<file path="src/sv/cdb_pkg.sv">
// cdb_pkg: shared widths, register indexes, reset values and sequencer states
`default_nettype none
package cdb_pkg;

   localparam int CoordWidth  = 21;
   localparam int SizeWidth   = 13;
   localparam int BrightWidth = 8;
   localparam int CornerWidth = 2;
   localparam int NumCorners  = 4;
   localparam int CsrIdxWidth = 3;
   localparam int CsrWidth    = CoordWidth;

   localparam int PosWidth    = CoordWidth + 2;
   localparam int DiffWidth   = PosWidth + 1;
   localparam int AbsWidth    = CoordWidth + 1;
   localparam int SqWidth     = 2 * AbsWidth;
   localparam int RadWidth    = SqWidth + 2;
   localparam int RootWidth   = RadWidth / 2;
   localparam int RemWidth    = RootWidth + 2;
   localparam int TrialWidth  = RemWidth + 2;
   localparam int StepWidth   = 5;

   typedef logic signed [CoordWidth-1:0] coord_type;
   typedef logic [SizeWidth-1:0]         size_type;
   typedef logic [BrightWidth-1:0]       bright_type;
   typedef logic [CornerWidth-1:0]       corner_type;
   typedef logic [CsrIdxWidth-1:0]       csr_idx_type;
   typedef logic [CsrWidth-1:0]          csr_data_type;

   localparam csr_idx_type RegTileLeft   = 3'd0;
   localparam csr_idx_type RegTileTop    = 3'd1;
   localparam csr_idx_type RegTileSize   = 3'd2;
   localparam csr_idx_type RegSourceOffX = 3'd3;
   localparam csr_idx_type RegSourceOffY = 3'd4;
   localparam csr_idx_type RegMaxBright  = 3'd5;

   localparam corner_type CornerTopLeft     = 2'd0;
   localparam corner_type CornerTopRight    = 2'd1;
   localparam corner_type CornerBottomRight = 2'd2;
   localparam corner_type CornerBottomLeft  = 2'd3;

   localparam size_type   TileSizeReset   = 13'd32;
   localparam size_type   SourceOffXReset = 13'd16;
   localparam size_type   SourceOffYReset = 13'd32;
   localparam bright_type MaxBrightReset  = 8'd255;

   typedef enum logic [5:0] {
      ST_IDLE = 6'b000001,
      ST_DIFF = 6'b000010,
      ST_SQX  = 6'b000100,
      ST_SQY  = 6'b001000,
      ST_ROOT = 6'b010000,
      ST_DONE = 6'b100000
   } state_type;

endpackage
`default_nettype wire

</file>
<file path="src/sv/cdb_if.sv">
// cdb request and response channel interfaces
`default_nettype none
interface cdb_req_if;
   import cdb_pkg::*;
   logic       valid;
   logic       ready;
   coord_type  player_x;
   coord_type  player_y;
   corner_type corner;
   modport source (output valid, player_x, player_y, corner, input ready);
   modport sink (input valid, player_x, player_y, corner, output ready);
endinterface

interface cdb_rsp_if;
   import cdb_pkg::*;
   logic       valid;
   logic       ready;
   bright_type brightness;
   modport source (output valid, brightness, input ready);
   modport sink (input valid, brightness, output ready);
endinterface
`default_nettype wire

</file>
<file path="src/sv/corner_distance_brightness.sv">
// corner_distance_brightness: corner light falloff by distance with a bit-serial square root
//
//   channel   dir   signals                              beat taken when
//   req_ch    in    player_x, player_y, corner           valid && ready
//   rsp_ch    out   brightness                           valid && ready
//   csr_*     in    csr_we, csr_index, csr_wdata         csr_we high
//
// an item is taken only in idle and passes through capture, the distance differences,
// x then y on the shared squaring multiplier, the two-bits-per-cycle restoring square
// root unit, and the clamp and store update before the next item is accepted.
// reset is synchronous; it resets control and config and clears the four corner brightnesses.
// a result waits in the output register; the clamp step holds until it is taken.
`default_nettype none
module corner_distance_brightness (
   input  wire                    clock,
   input  wire                    reset,
   cdb_req_if.sink                req_ch,
   cdb_rsp_if.source              rsp_ch,
   input  wire                    csr_we,
   input  wire cdb_pkg::csr_idx_type  csr_index,
   input  wire cdb_pkg::csr_data_type csr_wdata
);
   import cdb_pkg::*;

   state_type state_ff, state_in;

   coord_type  tile_left_ff, tile_top_ff;
   size_type   tile_size_ff, off_x_ff, off_y_ff;
   bright_type max_bright_ff;

   bright_type corner_bright_ff [NumCorners];

   coord_type  px_ff, py_ff;
   corner_type corner_ff;

   logic [AbsWidth-1:0]   dx_ff, dy_ff;
   logic [RadWidth-1:0]   rad_ff, rad_in;
   logic [RootWidth-1:0]  root_ff, root_in;
   logic [RemWidth-1:0]   rem_ff, rem_in;
   logic [StepWidth-1:0]  step_ff, step_in;

   logic       rsp_valid_ff, rsp_valid_in;
   bright_type rsp_bright_ff;

   // distance differences
   logic signed [PosWidth-1:0]  sx, sy, cx, cy;
   logic signed [DiffWidth-1:0] ddx, ddy;
   logic [DiffWidth-1:0]        adx, ady;
   logic                        add_x, add_y;

   always_comb begin
      add_x = (corner_ff == CornerTopRight) || (corner_ff == CornerBottomRight);
      add_y = (corner_ff == CornerBottomRight) || (corner_ff == CornerBottomLeft);
      sx = PosWidth'(px_ff) + $signed({{(PosWidth-SizeWidth){1'b0}}, off_x_ff});
      sy = PosWidth'(py_ff) + $signed({{(PosWidth-SizeWidth){1'b0}}, off_y_ff});
      cx = PosWidth'(tile_left_ff)
         + $signed({{(PosWidth-SizeWidth){1'b0}}, (add_x ? tile_size_ff : '0)});
      cy = PosWidth'(tile_top_ff)
         + $signed({{(PosWidth-SizeWidth){1'b0}}, (add_y ? tile_size_ff : '0)});
      ddx = DiffWidth'(sx) - DiffWidth'(cx);
      ddy = DiffWidth'(sy) - DiffWidth'(cy);
      adx = ddx[DiffWidth-1] ? DiffWidth'(-ddx) : DiffWidth'(ddx);
      ady = ddy[DiffWidth-1] ? DiffWidth'(-ddy) : DiffWidth'(ddy);
   end

   // shared squaring multiplier
   logic [AbsWidth-1:0] sq_op;
   logic [SqWidth-1:0]  sq_prod;

   always_comb begin
      sq_op   = state_ff[$clog2(ST_SQY)] ? dy_ff : dx_ff;
      sq_prod = sq_op * sq_op;
   end

   // square root step
   logic [TrialWidth-1:0] rem_sh, trial;
   logic                  ge;

   always_comb begin
      rem_sh = {rem_ff, rad_ff[RadWidth-1 -: 2]};
      trial  = {2'b00, root_ff, 2'b01};
      ge     = rem_sh >= trial;
   end

   // clamp against the maximum and the stored value
   bright_type stored, cand, result;
   logic       in_reach;

   always_comb begin
      stored   = corner_bright_ff[corner_ff];
      in_reach = root_ff <= RootWidth'(max_bright_ff);
      cand     = max_bright_ff - root_ff[BrightWidth-1:0];
      result   = (in_reach && (cand > stored)) ? cand : stored;
   end

   logic rsp_free;
   assign rsp_free = !rsp_valid_ff || rsp_ch.ready;

   always_comb begin
      state_in     = state_ff;
      rad_in       = rad_ff;
      root_in      = root_ff;
      rem_in       = rem_ff;
      step_in      = step_ff;
      rsp_valid_in = rsp_valid_ff;
      if (rsp_valid_ff && rsp_ch.ready) begin
         rsp_valid_in = 1'b0;
      end
      unique case (state_ff)
         ST_IDLE: begin
            if (req_ch.valid) begin
               state_in = ST_DIFF;
            end
         end
         ST_DIFF: state_in = ST_SQX;
         ST_SQX: begin
            rad_in   = RadWidth'(sq_prod);
            state_in = ST_SQY;
         end
         ST_SQY: begin
            rad_in   = rad_ff + RadWidth'(sq_prod);
            root_in  = '0;
            rem_in   = '0;
            step_in  = StepWidth'(RootWidth - 1);
            state_in = ST_ROOT;
         end
         ST_ROOT: begin
            rad_in  = {rad_ff[RadWidth-3:0], 2'b00};
            rem_in  = ge ? RemWidth'(rem_sh - trial) : RemWidth'(rem_sh);
            root_in = {root_ff[RootWidth-2:0], ge};
            step_in = step_ff - 1'b1;
            if (step_ff == '0) begin
               state_in = ST_DONE;
            end
         end
         ST_DONE: begin
            if (rsp_free) begin
               rsp_valid_in = 1'b1;
               state_in     = ST_IDLE;
            end
         end
         default: state_in = ST_IDLE;
      endcase
   end

   assign req_ch.ready      = state_ff == ST_IDLE;
   assign rsp_ch.valid      = rsp_valid_ff;
   assign rsp_ch.brightness = rsp_bright_ff;

   always_ff @(posedge clock) begin
      if (reset) begin
         state_ff      <= ST_IDLE;
         rsp_valid_ff  <= 1'b0;
         tile_left_ff  <= '0;
         tile_top_ff   <= '0;
         tile_size_ff  <= TileSizeReset;
         off_x_ff      <= SourceOffXReset;
         off_y_ff      <= SourceOffYReset;
         max_bright_ff <= MaxBrightReset;
         for (int i = 0; i < NumCorners; i++) begin
            corner_bright_ff[i] <= '0;
         end
      end else begin
         state_ff     <= state_in;
         rsp_valid_ff <= rsp_valid_in;
         if (csr_we) begin
            unique case (csr_index)
               RegTileLeft:   tile_left_ff  <= coord_type'(csr_wdata);
               RegTileTop:    tile_top_ff   <= coord_type'(csr_wdata);
               RegTileSize:   tile_size_ff  <= csr_wdata[SizeWidth-1:0];
               RegSourceOffX: off_x_ff      <= csr_wdata[SizeWidth-1:0];
               RegSourceOffY: off_y_ff      <= csr_wdata[SizeWidth-1:0];
               RegMaxBright:  max_bright_ff <= csr_wdata[BrightWidth-1:0];
               default: ;
            endcase
         end
         if ((state_ff == ST_DONE) && rsp_free) begin
            corner_bright_ff[corner_ff] <= result;
         end
      end
   end

   always_ff @(posedge clock) begin
      if (req_ch.valid && req_ch.ready) begin
         px_ff     <= req_ch.player_x;
         py_ff     <= req_ch.player_y;
         corner_ff <= req_ch.corner;
      end
      if (state_ff == ST_DIFF) begin
         dx_ff <= adx[AbsWidth-1:0];
         dy_ff <= ady[AbsWidth-1:0];
      end
      rad_ff  <= rad_in;
      root_ff <= root_in;
      rem_ff  <= rem_in;
      step_ff <= step_in;
      if ((state_ff == ST_DONE) && rsp_free) begin
         rsp_bright_ff <= result;
      end
   end

endmodule
`default_nettype wire
</file>
<file path="src/flat_wrapper.sv">
// flat-port wrapper written by rule: the top's interface ports become plain ports
module corner_distance_brightness_flat import cdb_pkg::*;
  (clock, reset, csr_we, csr_index, csr_wdata, req_ch_valid, req_ch_player_x, req_ch_player_y, req_ch_corner, req_ch_ready, rsp_ch_valid, rsp_ch_brightness, rsp_ch_ready);
  cdb_req_if req_ch_i ();
  cdb_rsp_if rsp_ch_i ();
  input  wire clock;
  input  wire reset;
  input  wire csr_we;
  input  wire cdb_pkg::csr_idx_type csr_index;
  input  wire cdb_pkg::csr_data_type csr_wdata;
  input wire logic [$bits(req_ch_i.valid)-1:0] req_ch_valid;
  input wire logic [$bits(req_ch_i.player_x)-1:0] req_ch_player_x;
  input wire logic [$bits(req_ch_i.player_y)-1:0] req_ch_player_y;
  input wire logic [$bits(req_ch_i.corner)-1:0] req_ch_corner;
  output wire logic [$bits(req_ch_i.ready)-1:0] req_ch_ready;
  output wire logic [$bits(rsp_ch_i.valid)-1:0] rsp_ch_valid;
  output wire logic [$bits(rsp_ch_i.brightness)-1:0] rsp_ch_brightness;
  input wire logic [$bits(rsp_ch_i.ready)-1:0] rsp_ch_ready;
  assign req_ch_i.valid = req_ch_valid;
  assign req_ch_i.player_x = req_ch_player_x;
  assign req_ch_i.player_y = req_ch_player_y;
  assign req_ch_i.corner = req_ch_corner;
  assign req_ch_ready = req_ch_i.ready;
  assign rsp_ch_valid = rsp_ch_i.valid;
  assign rsp_ch_brightness = rsp_ch_i.brightness;
  assign rsp_ch_i.ready = rsp_ch_ready;
  corner_distance_brightness u_core (.clock(clock), .reset(reset), .req_ch(req_ch_i), .rsp_ch(rsp_ch_i), .csr_we(csr_we), .csr_index(csr_index), .csr_wdata(csr_wdata));
endmodule
</file>
<file path="config.mk">
export PLATFORM = sky130hd
export DESIGN_NAME = corner_distance_brightness_flat
export DESIGN_NICKNAME = d
export VERILOG_FILES = /design/src/sv/cdb_pkg.sv /design/src/sv/cdb_if.sv /design/src/sv/corner_distance_brightness.sv /design/src/flat_wrapper.sv
export SDC_FILE = /design/constraint.sdc
export NUM_CORES = 2
export LEC_CHECK = 0
export CAP_MARGIN = 20
export CELL_PAD_IN_SITES_DETAIL_PLACEMENT = 1
export CELL_PAD_IN_SITES_GLOBAL_PLACEMENT = 2
export CORE_MARGIN = 2
export CORE_UTILIZATION = 25
export CTS_BUF_LIST = sky130_fd_sc_hd__clkbuf_4 sky130_fd_sc_hd__clkbuf_8
export DETAILED_ROUTE_END_ITERATION = 6
export DONT_BUFFER_PORTS = 1
export GPL_TIMING_DRIVEN = 0
export MAX_ROUTING_LAYER = met4
export PLACE_DENSITY_LB_ADDON = 0.1
export SKIP_CTS_REPAIR_TIMING = 1
export SYNTH_ARGS = -nofsm -noshare
export SYNTH_HDL_FRONTEND = slang
export SYNTH_SLANG_ARGS = --single-unit
</file>
<file path="constraint.sdc">
create_clock -name clock -period 9.75 [get_ports clock]
set_input_delay 0 -clock clock [delete_from_list [all_inputs] [get_ports clock]]
set_output_delay 0 -clock clock [all_outputs]
set_load 0.02 [all_outputs]
</file>
# Word level (Yosys, flattened, before mapping)
# Memories as Yosys holds them, arrays and structs flattened. A register that Yosys moved wholly into a read port is not among the register bits.
# Cells that the tools add are included.
[word_totals]
ff_bits = 291
elab_cells = 99
mem_bits_rw = 32
mem_count = 1
[mem_list]
columns = ["memory", "words", "word_bits", "read_ports", "rd_ports_with_merged_regs", "write_ports", "line", "rtl"]
rows = [
  ["u_core.corner_bright_ff", 4, 8, 1, 1, 4, "corner_distance_brightness.sv:31", "bright_type corner_bright_ff [NumCorners];"],
]
[op_classes]
n_mul = 1
magnitude_cmp = 3
add_sub_neg = 12
n_eq_ne = 17
mux = 27
reduce_logical = 20
[ops]
columns = ["operator", "n"]
rows = [
  ["case mux 46 bit (3 select lines)", 1],
  ["adder 21 x 14 -> 22 bit", 4],
  ["two-way mux 22 bit", 3],
  ["case mux 25 bit (2 select lines)", 1],
  ["adder 46 x 44 -> 46 bit", 1],
  ["case mux 23 bit (2 select lines)", 1],
  ["subtractor 22 x 22 -> 23 bit", 2],
  ["multiplier 22 x 22 -> 44 bit", 1],
  ["negation 22 bit", 2],
  ["case mux 6 bit (6 select lines)", 1],
  [">= comparator 27 x 25 -> 1 bit", 1],
  ["two-way mux 13 bit", 2],
  ["two-way mux 25 bit", 1],
  ["subtractor 25 bit", 1],
  ["<= comparator 23 x 8 -> 1 bit", 1],
  ["two-way mux 6 bit", 3],
  ["two-way mux 8 bit", 2],
  ["AND reduction 2 bit", 6],
  ["case mux 5 bit (2 select lines)", 1],
  ["two-way mux 1 bit", 9],
  ["greater-than comparator 8 bit", 1],
  ["OR reduction 8 bit", 1],
  ["subtractor 8 bit", 1],
  ["== test 3 x 2 -> 1 bit (second input constant)", 2],
  ["other kinds (22)", 31],
]

# Depth between registers and ports, before layout
[depth]
word_depth = 8
depth_mapped = 44

# Worst setup path after synthesis
# OpenSTA, ideal clock, no wires.
[synth_path]
path_type = "register to register"
start = "reg u_core.state_ff[3]"
end = "reg u_core.rad_ff[40], data pin"
slack_ns = -0.574
setup_ns = 0.261
path_buffers = 6
required_ns = 9.489
synth_period_minus_slack_ns = 10.324
arrival_time_ns = 10.063
path_stages_with_launch = 39
path_cell_list = "dfxtp_1 > clkbuf_1 > buf_1 > clkbuf_1 > buf_1 > mux2i_1 > clkbuf_1 > nor2_1 > fa_1 > fa_1 > inv_1 > fa_1 > inv_1 > fa_1 > fa_1 > fa_1 > inv_1 > fa_1 > [... 3 more ...] > nor2_1 > or4_1 > a41oi_1 > a21oi_1 > a31oi_1 > xnor2_1 > ha_1 > clkbuf_1 > a21o_1 > a21o_1 > a21o_1 > a211oi_1 > o31ai_1 > a311o_1 > a21oi_1 > xor2_1 > nor2_1 > a221o_1"
[synth_via]
elab_chain_cells = 4
word_cells_on_any_way = 7
cone_classes = "add/sub (1); mul (1); eq/ne (3); mux (2)"
[synth_lines]
columns = ["element", "line", "rtl"]
rows = [
  ["from (decl)", "corner_distance_brightness.sv:25", "state_type state_ff, state_in;"],
  ["from (signal assigned)", "corner_distance_brightness.sv:164", "state_ff <= state_in;"],
  ["two-way mux 22 bit", "corner_distance_brightness.sv:71", "sq_op = state_ff[$clog2(ST_SQY)] ? dy_ff : dx_ff;"],
  ["multiplier 22 x 22 -> 44 bit", "corner_distance_brightness.sv:72", "sq_prod = sq_op * sq_op;"],
  ["adder 46 x 44 -> 46 bit", "corner_distance_brightness.sv:121", "rad_in = rad_ff + RadWidth'(sq_prod);"],
  ["case mux 46 bit (3 select lines) *", "corner_distance_brightness.sv:109", "unique case (state_ff)"],
  ["net u_core.rad_in[40]", "corner_distance_brightness.sv:37", "logic [RadWidth-1:0] rad_ff, rad_in;"],
  ["to (signal assigned)", "corner_distance_brightness.sv:193", "rad_ff <= rad_in;"],
  ["to (decl)", "corner_distance_brightness.sv:37", ""],
]
# The timed path passes the listed nets; every way through them passes the cells marked *.
# A chain may end at the register's enable or synchronous reset.

# Final worst setup path
# Same ends and word-level chain as after synthesis.

==> impl_metrics.py <==
metrics = {
    "outcome": {
        "status": "finished clean",
    },
    "yosys": {
        "async_flop_share": 0,
        "synth_ff_type": "edfxtp_1",
        "synth.distinct_cells": 81,
        "yosys.area_share.simple": 0.127,
        "synthMuxAreaShare": 0.0231,
        "synth.net_count": 4565,
        "yosysWarnings": 0,
        "netlist.area_leader.share": 0.224,
        "synth-seq-cells": 325,
        "synth_xor_area_frac": 0.0505,
        "synth_compound_area_frac": 0.119,
        "synthAdderAreaFrac": 0.346,
        "synth_area_um2": 35000,
        "yosys-top-cells-area": "fa_1, edfxtp_1, ha_1",
        "synth_seq_area_share": 0.251,
        "synth_largest_area_cell": "fa_1",
        "synth_edf_count": 227,
        "synth_top_family_by_area": "adder cells",
        "postSynthCellCount": 3761,
        "synth.avg_cell_area_um2": 9.31,
    },
    "layout": {
        "fill_cells": 16000,
        "drive_above_1_share": 0.122,
        "multi_input_area_um2": 24400,
        "stdcell_area_um2": 42900,
        "utilization": 0.308,
        "areaGrowthSynthToFinish_pct": 22.5,
        "fin_nets": 4897,
        "register_area_um2": 8780,
    },
    "die": {
        "core-area_um2": 139000,
        "fp.dieH_um": 378,
        "pin_count": 83,
        "dieArea_um2": 143000,
        "initial_utilization": 0.252,
        "std_cell_rows": 137,
        "die_w_um": 378,
    },
    "detailed_routing": {
        "route.detailed.drc": 0,
        "vias_per_cell": 4.47,
        "drt-total-wl_mm": 121,
        "vias": 27000,
        "drtPass1Iterations": 5,
        "ant_nets": 0,
        "wire_per_inst_um": 20.0,
        "dr.first_iter.drc_count": 982,
    },
    "placement": {
        "port_buffers": 0,
        "routabilityCongestion": 0.847,
        "dpl_cell_area_um2": 37600,
        "dp_hpwl_mm": 97.6,
        "post-place-ws_ps": -3850,
    },
    "global_route": {
        "grt_overflow": 0,
        "grtUsageTotal": 0.173,
        "antenna_found_initial": 6,
        "first_global_vias": 28400,
        "grt_pass1_wl_mm": 180,
        "grt_max_degree": 59,
    },
    "clocking": {
        "cts-buffers-inserted": 74,
        "worstSkewPairLatency_ps": 780,
        "clk_pin_slew_ps": 60,
        "clock_path_buffers": 3,
        "cts_tree": "done",
        "cts-root-buf": "clkbuf_8",
        "clock-sinks": 325,
        "htreeDepth": 3,
    },
    "timing": {
        "fin_skew_ps": 47.5,
        "drv_slew": 0,
        "setup_viol": 0,
        "final-hold-violation-count": 0,
        "final.setup.worst_slack_ps": 285,
        "rsz0062_at_grt": "yes",
        "tns_ps": 0,
        "min_period_ps": 9460,
        "period_share": 0.971,
        "tightestPinTransition_ps": 997,
        "clock.fmax_mhz": 106,
        "maxSlewHeadroom": 0.333,
    },
    "worst_setup_path": {
        "reg2reg_slack_ps": 290,
        "path_max_fanout": 8,
        "cp-end-kind": "register",
        "critical_path_class": "reg -> reg",
        "crit_arrival_ps": 9980,
        "start_kind": "register",
        "crit_top_cell": "fa_1",
        "cpPeakStageDelay_ps": 540,
        "cp.required_ps": 10260,
        "cp_slowest_cell": "fa_1",
    },
    "job": {
        "drv_cap": 0,
    },
    "hold_path": {
        "holdCritPathClass": "in -> reg",
    },
}
stage by stage:
stage          cells  hold slack (ps)
2_1_floorplan   3761             98.9
3_3_place_gp    5637             98.9
3_5_place_dp    5649             98.9
4_1_cts         5784             -809
5_1_grt         6034             62.0
6_report        6035             93.8
worst max-delay path, delay by kind of cell, from the launching register on:
kind,cells,cell delay (ps)
buffers and inverters,9,1120
XOR/XNOR,2,350
flip-flops,1,410
adder cells (fa/ha/maj),9,3920
multiplexers,1,350
AND/OR/NAND/NOR,4,720
AO/OA/AOI/OAI,12,2310
registers in the layout, summed over array words and instances (netlist names), 21 cells and up, named ones only:
name and cells:
u_core.tile_left_ff 21, u_core.rad_ff 46, u_core.dy_ff 22, u_core.root_ff 23, u_core.tile_top_ff 21, u_core.py_ff 21
u_core.rem_ff 25, u_core.px_ff 21, u_core.corner_bright_ff 32, u_core.dx_ff 22
area by class of cell:
| type | count | share of cell area |
|---|---|---|
| Inverter | 669 | 0.0597 |
| Tap cell | 1876 | 0.0547 |
| Buffer | 97 | 0.0150 |
| Clock buffer | 111 | 0.0309 |
| Multi-Input combinational cell | 2658 | 0.569 |
| Sequential cell | 325 | 0.205 |
| Clock inverter | 24 | 0.00612 |
| Timing Repair Buffer | 267 | 0.0597 |
| Timing Repair inverter | 1 | 0.000117 |
| Antenna cell | 7 | 0.000408 |
placed cells by master (no fill, tap or decap), types with 97 or more instances in the layout:
cell type / n
dlygate4sd3_1: 150
dfxtp_1: 97
nor2_1: 293
ha_1: 317
a21oi_1: 218
buf_4: 98
edfxtp_1: 227
xnor2_1: 118
nand2_1: 400
o21ai_0: 110
inv_1: 646
fa_1: 386
worst paths after layout:
kind / endpoint / start / cells past startpoint
min reg2reg: u_core.tile_top_ff[9] / u_core.tile_top_ff[9] / 2
max: u_core.rad_ff[40] / u_core.state_ff[3] / 37
min: u_core.tile_left_ff[12] / csr_wdata[12] / 3
max reg2reg: u_core.rad_ff[40] / u_core.state_ff[3] / 37
metal layers:
| metal | share of wire | wire length (um) | track usage | vias up |
|---|---|---|---|---|
| met5 | 0 | 0 | - | - |
| met4 | 0.020 | 2470 | 0.0404 | 0 |
| met3 | 0.024 | 2900 | 0.0213 | 110 |
| met2 | 0.49 | 59700 | 0.290 | 277 |
| met1 | 0.46 | 55900 | 0.221 | 13500 |
| li1 | - | - | - | 13100 |
cell families after synthesis:
logic type	Yosys count
and+or+nand+nor	997
buffers and inverters	778
adders and majority gates	734
AOI/OAI and AO/OA	656
DFF	325
xor gates and xnor gates	202
muxes	69
cell usage after synthesis (all sizes together) (46+ instances only):
master	number
clkbuf	98
mux2i	46
nor2	308
ha	340
edfxtp	227
fa	391
dfxtp	98
a21o	74
o21ai	118
nand2	414
xor2	74
xnor2	128
a21oi	237
inv	663
Power is not shown: default switching activity piles up to over one toggle a cycle in this logic, so the estimate is an artifact.
